==> src/hdl/tcw_pkg.sv <==
`timescale 1ns / 1ps

package tcw_pkg;

  // Screen geometry
  localparam int COLUMNS  = 80;
  localparam int ROWS     = 25;
  localparam int TAB_STOP = 8;
  localparam int CELLS    = COLUMNS * ROWS;

  // Field widths
  localparam int OFF_W  = 11;
  localparam int COL_W  = 7;
  localparam int ROW_W  = 5;
  localparam int CHAR_W = 8;
  localparam int ATTR_W = 8;

  // Screen store addressing; the sweep counter also holds CELLS itself
  localparam int AW = $clog2(CELLS);
  localparam int CW = $clog2(CELLS + 1);

  localparam logic [CHAR_W-1:0] CH_NEWLINE = 8'd10;
  localparam logic [CHAR_W-1:0] CH_TAB     = 8'd9;
  localparam logic [CHAR_W-1:0] CH_SPACE   = 8'd32;

  // Color register indexes
  localparam logic [1:0] REG_DEFAULT_COLOR = 2'd0;
  localparam logic [1:0] REG_PROMPT_COLOR  = 2'd1;
  localparam logic [1:0] REG_ERROR_COLOR   = 2'd2;
  localparam logic [1:0] REG_INPUT_COLOR   = 2'd3;

  typedef logic [OFF_W-1:0] off_t;
  typedef logic [COL_W-1:0] col_t;
  typedef logic [ROW_W-1:0] row_t;
  typedef logic [AW-1:0]    addr_t;
  typedef logic [CW-1:0]    cnt_t;

  typedef enum logic [1:0] {
    OP_PRINT      = 2'd0,
    OP_SET_CURSOR = 2'd1,
    OP_CLEAR      = 2'd2,
    OP_READ       = 2'd3
  } op_e;

  typedef struct packed {
    off_t offset;
    col_t col;
    row_t row;
  } cursor_t;

  typedef struct packed {
    logic [CHAR_W-1:0] chr;
    logic [ATTR_W-1:0] attr;
  } cell_t;

endpackage

==> src/hdl/tcw_cursor.sv <==
`timescale 1ns / 1ps

// Next-cursor logic: print advance, newline, tab, positioning, scroll detect.
module tcw_cursor (
  input  tcw_pkg::cursor_t      cur_i,
  input  tcw_pkg::op_e          op_i,
  input  logic [7:0]            char_code_i,
  input  logic [6:0]            column_i,
  input  logic [4:0]            row_i,
  output tcw_pkg::cursor_t      nxt_o,
  output tcw_pkg::off_t         cell_idx_o,
  output logic                  put_char_o,
  output logic                  scroll_o
);

  tcw_pkg::col_t              col_sat;
  tcw_pkg::row_t              row_sat;
  tcw_pkg::off_t              adv;
  logic [tcw_pkg::OFF_W:0]    off_sum;
  logic [tcw_pkg::COL_W:0]    col_sum;
  logic [tcw_pkg::ROW_W:0]    row_nxt;
  tcw_pkg::col_t              col_nxt;
  tcw_pkg::cursor_t           prt;

  // saturate requested position
  assign col_sat = (int'(column_i) >= tcw_pkg::COLUMNS) ?
                   tcw_pkg::col_t'(tcw_pkg::COLUMNS - 1) : column_i;
  assign row_sat = (int'(row_i) >= tcw_pkg::ROWS) ?
                   tcw_pkg::row_t'(tcw_pkg::ROWS - 1) : row_i;
  assign cell_idx_o = tcw_pkg::off_t'(row_sat * tcw_pkg::COLUMNS)
                    + tcw_pkg::off_t'(col_sat);

  assign put_char_o = (char_code_i != tcw_pkg::CH_NEWLINE)
                   && (char_code_i != tcw_pkg::CH_TAB);

  always_comb begin
    if (char_code_i == tcw_pkg::CH_NEWLINE) begin
      adv = tcw_pkg::off_t'(tcw_pkg::COLUMNS) - tcw_pkg::off_t'(cur_i.col);
    end else if (char_code_i == tcw_pkg::CH_TAB) begin
      adv = tcw_pkg::off_t'(tcw_pkg::TAB_STOP)
          - tcw_pkg::off_t'(cur_i.offset % tcw_pkg::TAB_STOP);
    end else begin
      adv = tcw_pkg::off_t'(1);
    end
  end

  always_comb begin
    off_sum = {1'b0, cur_i.offset} + {1'b0, adv};
    col_sum = {1'b0, cur_i.col} + (tcw_pkg::COL_W + 1)'(adv);
    if (int'(col_sum) >= tcw_pkg::COLUMNS) begin
      col_nxt = tcw_pkg::col_t'(col_sum - (tcw_pkg::COL_W + 1)'(tcw_pkg::COLUMNS));
      row_nxt = {1'b0, cur_i.row} + (tcw_pkg::ROW_W + 1)'(1);
    end else begin
      col_nxt = col_sum[tcw_pkg::COL_W-1:0];
      row_nxt = {1'b0, cur_i.row};
    end
    // past the last cell: bottom row start after the scroll
    if (int'(row_nxt) >= tcw_pkg::ROWS) begin
      prt.offset = tcw_pkg::off_t'(tcw_pkg::CELLS - tcw_pkg::COLUMNS);
      prt.col    = '0;
      prt.row    = tcw_pkg::row_t'(tcw_pkg::ROWS - 1);
    end else begin
      prt.offset = off_sum[tcw_pkg::OFF_W-1:0];
      prt.col    = col_nxt;
      prt.row    = row_nxt[tcw_pkg::ROW_W-1:0];
    end
  end

  always_comb begin
    scroll_o = 1'b0;
    unique case (op_i)
      tcw_pkg::OP_PRINT: begin
        nxt_o    = prt;
        scroll_o = int'(row_nxt) >= tcw_pkg::ROWS;
      end
      tcw_pkg::OP_SET_CURSOR: begin
        nxt_o.offset = cell_idx_o;
        nxt_o.col    = col_sat;
        nxt_o.row    = row_sat;
      end
      tcw_pkg::OP_CLEAR: nxt_o = '0;
      tcw_pkg::OP_READ:  nxt_o = cur_i;
      default:           nxt_o = cur_i;
    endcase
  end

endmodule

==> config.mk <==
export PLATFORM = sky130hd
export DESIGN_NAME = tcw_cursor
export DESIGN_NICKNAME = d
export VERILOG_FILES = /design/src/hdl/tcw_pkg.sv /design/src/hdl/tcw_cursor.sv
export SDC_FILE = /design/constraint.sdc
export NUM_CORES = 1
export LEC_CHECK = 0
export ABC_AREA = 1
export BUFFER_PORTS_ARGS = -buffer_cell sky130_fd_sc_hd__buf_2
export CORE_MARGIN = 2
export CORE_UTILIZATION = 38
export DETAILED_ROUTE_END_ITERATION = 10
export GPL_TIMING_DRIVEN = 1
export SLEW_MARGIN = 20
export SYNTH_ARGS = -nofsm -noshare
export SYNTH_HDL_FRONTEND = slang
export SYNTH_SLANG_ARGS = --single-unit
==> constraint.sdc <==
create_clock -name vclk -period 10.7
set_input_delay 1.605 -clock vclk [all_inputs]
set_output_delay 1.605 -clock vclk [all_outputs]
set_load 0.01 [all_outputs]
== Word-level counts from Yosys, hierarchy flattened ==
Index checks and enable logic that the tools add are counted.

* Bits in registers: 0
* Output and inout bits: 36
* Logic and storage cells: 30
* Input port bits: 45

* Eq/ne operators: 7
* Multiplexer cells: 9
* Multipliers: 1
* Add/sub/neg operators: 7
* $lt $le $gt $ge: 4
* Reduce and logical (&&, ||, !) cells: 2

{| class="wikitable"
|+ Operator list
! operator !! count
|-
| 23-bit case mux with 4 select lines || 1
|-
| 23-bit two-way mux || 1
|-
| 11-bit two-way mux || 2
|-
| 8-bit by 4-bit == test with 1-bit output (second input constant) || 2
|-
| 8-bit by 4-bit inequality test with 1-bit output (second input constant) || 2
|-
| 7-bit two-way mux || 2
|-
| 11-bit adder || 1
|-
| 11-bit by 7-bit adder with 11-bit output || 1
|-
| 7-bit by 8-bit adder with 8-bit output || 1
|-
| 8-bit by 7-bit greater-or-equal comparator with 1-bit output (second input constant) || 1
|-
| 7-bit by 7-bit subtractor with 8-bit output (first input constant) || 1
|-
| 7-bit greater-or-equal comparator (second input constant) || 1
|-
| 5-bit by 3-bit multiplier with 7-bit output (second input constant) || 1
|-
| 7-bit subtractor (second input constant) || 1
|-
| 5-bit by 1-bit adder with 6-bit output (second input constant) || 1
|-
| 6-bit by 5-bit greater-or-equal comparator with 1-bit output (second input constant) || 1
|-
| 6-bit two-way mux || 1
|-
| 5-bit greater-or-equal comparator (second input constant) || 1
|-
| 5-bit two-way mux || 1
|-
| 4-bit by 3-bit subtractor with 5-bit output (first input constant) || 1
|-
| 2-bit == test (second input constant) || 2
|-
| 2-bit by 1-bit == test with 1-bit output (second input constant) || 1
|-
| 2-bit logical NOT || 1
|-
| 1-bit logical AND || 1
|-
| 1-bit two-way mux || 1
|}

== Longest topological paths before layout ==
* Depth in word-level cells: 9
* Mapped depth: 30
* Depth with buffers taken out: 29

== Worst setup path before layout ==
Ideal clock, no wire load.

* Path kind: input-to-output
* Start: input char_code_i[7]
* End: output nxt_o[19] (netlist bit)
* Path slack: 4236 ps
* Data required time: 9095 ps
* Stages on the path: 25
* Data arrival time: 4859 ps
* Buffers on the path: 1
* Cell sequence: nor2_1 nand2_1 nor4_1 nand2_1 o32ai_1 ha_1 a21oi_1 o21ai_1 xnor2_1 inv_1 ha_1 nand3_1 nor2_1 nand2_1 nand3_4 nand2_4 nand3_4 nand2_2 nand2_2 nor2_1 nand2_1 buf_6 nand2_4 nand2_4 nand2_2

{| class="wikitable"
|+ RTL lines
! what !! line !! source
|-
| start, declared || tcw_cursor.sv:7 || <nowiki>input logic [7:0] char_code_i,</nowiki>
|-
| end, declared || tcw_cursor.sv:10 || <nowiki>output tcw_pkg::cursor_t nxt_o,</nowiki>
|}

==> results_dict.tcl <==
set metrics [dict create \
    grt_overflow_total 0 \
    n_clock_buffer 0 \
    drtPass1Iterations 5 \
    finalHoldViolCount 0 \
    power_leakage_nw 1.59 \
    start_kind "input port" \
    start_util_pct 39.3 \
    grt_antenna_before_repair 0 \
    hold_class "in2out" \
    vias 2852 \
    pin_count 81 \
    synth_xor_area_share_pct 6.78 \
    seq_area_um2 0 \
    ant_nets 0 \
    synth_mux_area_share_pct 0 \
    rows 28 \
    synth_area_um2 2320 \
    required_ns 9.10 \
    path_max_fanout 20 \
    portBuffers 81 \
    yosys_warnings 0 \
    worstPathArrival_ns 5.99 \
    drive_gt1_share_pct 23.1 \
    fin_tns_setup_ns 0 \
    post-route-period-util_pct 71.0 \
    hold_path_depth 4 \
    yosysTopAreaCellShare_pct 16.1 \
    vdd_drop_max_mv 0.0453 \
    synthCells 408 \
    ys_types 40 \
    gp_congestion 0.904 \
    drtIter0Drc 183 \
    hold_buffers 0 \
    crit_type "in2out" \
    synth_top_family_by_area "simple AND/OR/NAND/NOR gates" \
    cap_violations 0 \
    post_cts_buffers 0 \
    yosysTopAreaCell "nand2_1" \
    min_from "column_i[2]" \
    synth_compound_area_share_pct 18.1 \
    synth-adder-area-share_pct 19.1 \
    drv_slew 0 \
    avgSynthCellArea_um2 5.70 \
    dpl.hpwl_um 6070 \
    grt_setup_unrepaired "no" \
    status "completed" \
    cts_resized 0 \
    fmax_ghz 0.132 \
    vias_per_cell 5.14 \
    die_h_um 82.2 \
    antenna_cells 0 \
    setup.worst_path.end_class "output port" \
    dieArea_um2 6760 \
    multiInputGateArea_um2 2020 \
    ys_seq_area_share_pct 0 \
    powerDensity_nw_per_um2 44.5 \
    grt_max_degree 23 \
    tightest_slew_ns 0.938 \
    power_mw 0.124 \
    relSlewSlack_pct 37.2 \
    sequential_cell_total 0 \
    finalSetupViolations 0 \
    wl_per_cell_um 13.0 \
    synthTopCellsByCount "nand2_1 (100), inv_1 (60), nand3_1 (38)" \
    syn_nets 486 \
    grt_pass1_vias 2459 \
    drt-total-wl_um 7200 \
    grt.total_usage_pct 21.1 \
    core_region_area_um2 5920 \
    holdPathEnd "cell_idx_o[2]" \
    grt_pass1_wl_um 11400 \
    synth_simple_gate_area_share_pct 42.8 \
    yosysMostFrequentCell "nand2_1" \
    filler_cell_count 662 \
    period_minus_slack_ns 7.60 \
    remaining_drc_errors 0 \
    syn2layout_area_growth_pct 19.5 \
    nNetsFinal 560 \
    die_w_um 82.2 \
    netlist_top_cells_area "nand2_1 (16%), ha_1 (16%), inv_1 (9.7%)" \
    hold_ws_ns 3.49 \
]
stage by stage:
| stage | worst slack (ns) | utilization [%] | area (um^2) | instances |
|---|---|---|---|---|
| floorplan | 4.24 | - | 2320 | 408 |
| global placement | 3.28 | 46.9 | 2780 | 555 |
| detailed placement | 3.12 | 46.9 | 2780 | 555 |
| CTS | 3.11 | 46.9 | 2780 | 555 |
| global route | 2.54 | 46.9 | 2780 | 555 |
| finish | 3.10 | 46.9 | 2780 | 555 |
worst max-delay path by stage:
stage / start / cells past startpoint / end / slack, ns
2_1_floorplan: char_code_i[7] / 25 / nxt_o[19] / 4.24
3_3_place_gp: char_code_i[2] / 25 / nxt_o[18] / 3.28
3_5_place_dp: char_code_i[2] / 25 / nxt_o[10] / 3.12
4_1_cts: char_code_i[2] / 25 / nxt_o[10] / 3.11
5_1_grt: char_code_i[2] / 25 / nxt_o[12] / 2.54
6_report: char_code_i[7] / 25 / nxt_o[10] / 3.10
cell families after synthesis:
group | after synthesis
adders and majority gates | 33
buffers and inverters | 77
AOI/OAI and AO/OA | 72
and+or+nand+nor | 208
xor gates and xnor gates | 18
area by class of cell:
| type | instances | area share, % |
|---|---|---|
| Inverter | 67 | 9.23 |
| Tap cell | 75 | 3.38 |
| Multi-Input combinational cell | 331 | 72.5 |
| Timing Repair Buffer | 82 | 14.9 |
metal layers:
metal	share of wire [%]	track usage, %	up-vias
met5	0	0	-
met4	0.19	0.500	0
met3	4.8	0.109	2
met2	45	35.4	88
met1	50	31.7	1271
li1	-	-	1491
cell usage in the layout, fill, tap and decap left out, types with 2 or more instances in the layout:
master / Yosys / final
nand4_1: 4 / 4
nor4_1: 2 / 2
xnor2_1: 9 / 9
a22o_1: 2 / 2
nand3_1: 38 / 38
inv_1: 60 / 60
nand3_4: 3 / 3
a31oi_1: 3 / 3
nand2_2: 9 / 9
nand2_1: 100 / 100
nand3b_1: 4 / 4
a21oi_1: 36 / 36
buf_2: 3 / 81
a221o_1: 2 / 2
o211ai_1: 4 / 4
nor2_1: 32 / 32
a22oi_1: 5 / 5
o21ai_0: 13 / 13
fa_1: 4 / 4
nor2_2: 2 / 2
nand2_4: 4 / 4
xor2_1: 9 / 9
clkinv_1: 2 / 2
ha_1: 29 / 29
o21ai_1: 2 / 2
nor3_1: 3 / 3
inv_2: 4 / 4
nand3_2: 4 / 4
power breakdown:
group          total [mW]  internal (mW)  leakage (nW)  switching, mW
logic               0.124         0.0478          1.59         0.0759
clock network           0              0             0              0
registers               0              0             0              0
critical path: stages:
cell	delay, ns
buf_2	0.10
nor2_1	0.09
nand2_1	0.07
nor4_1	0.47
nand2_1	0.14
o32ai_1	0.42
ha_1	0.34
a21oi_1	0.12
o21ai_1	0.10
xnor2_1	0.39
inv_1	0.13
ha_1	0.21
nand3_1	0.08
nor2_1	0.05
nand2_1	0.10
nand3_4	0.08
nand2_4	0.13
nand3_4	0.12
nand2_2	0.08
nand2_2	0.05
nor2_1	0.10
nand2_1	0.49
nand3_1	0.27
nand2_1	0.09
buf_2	0.14
Note: power is estimated with default switching activity, not from simulation.
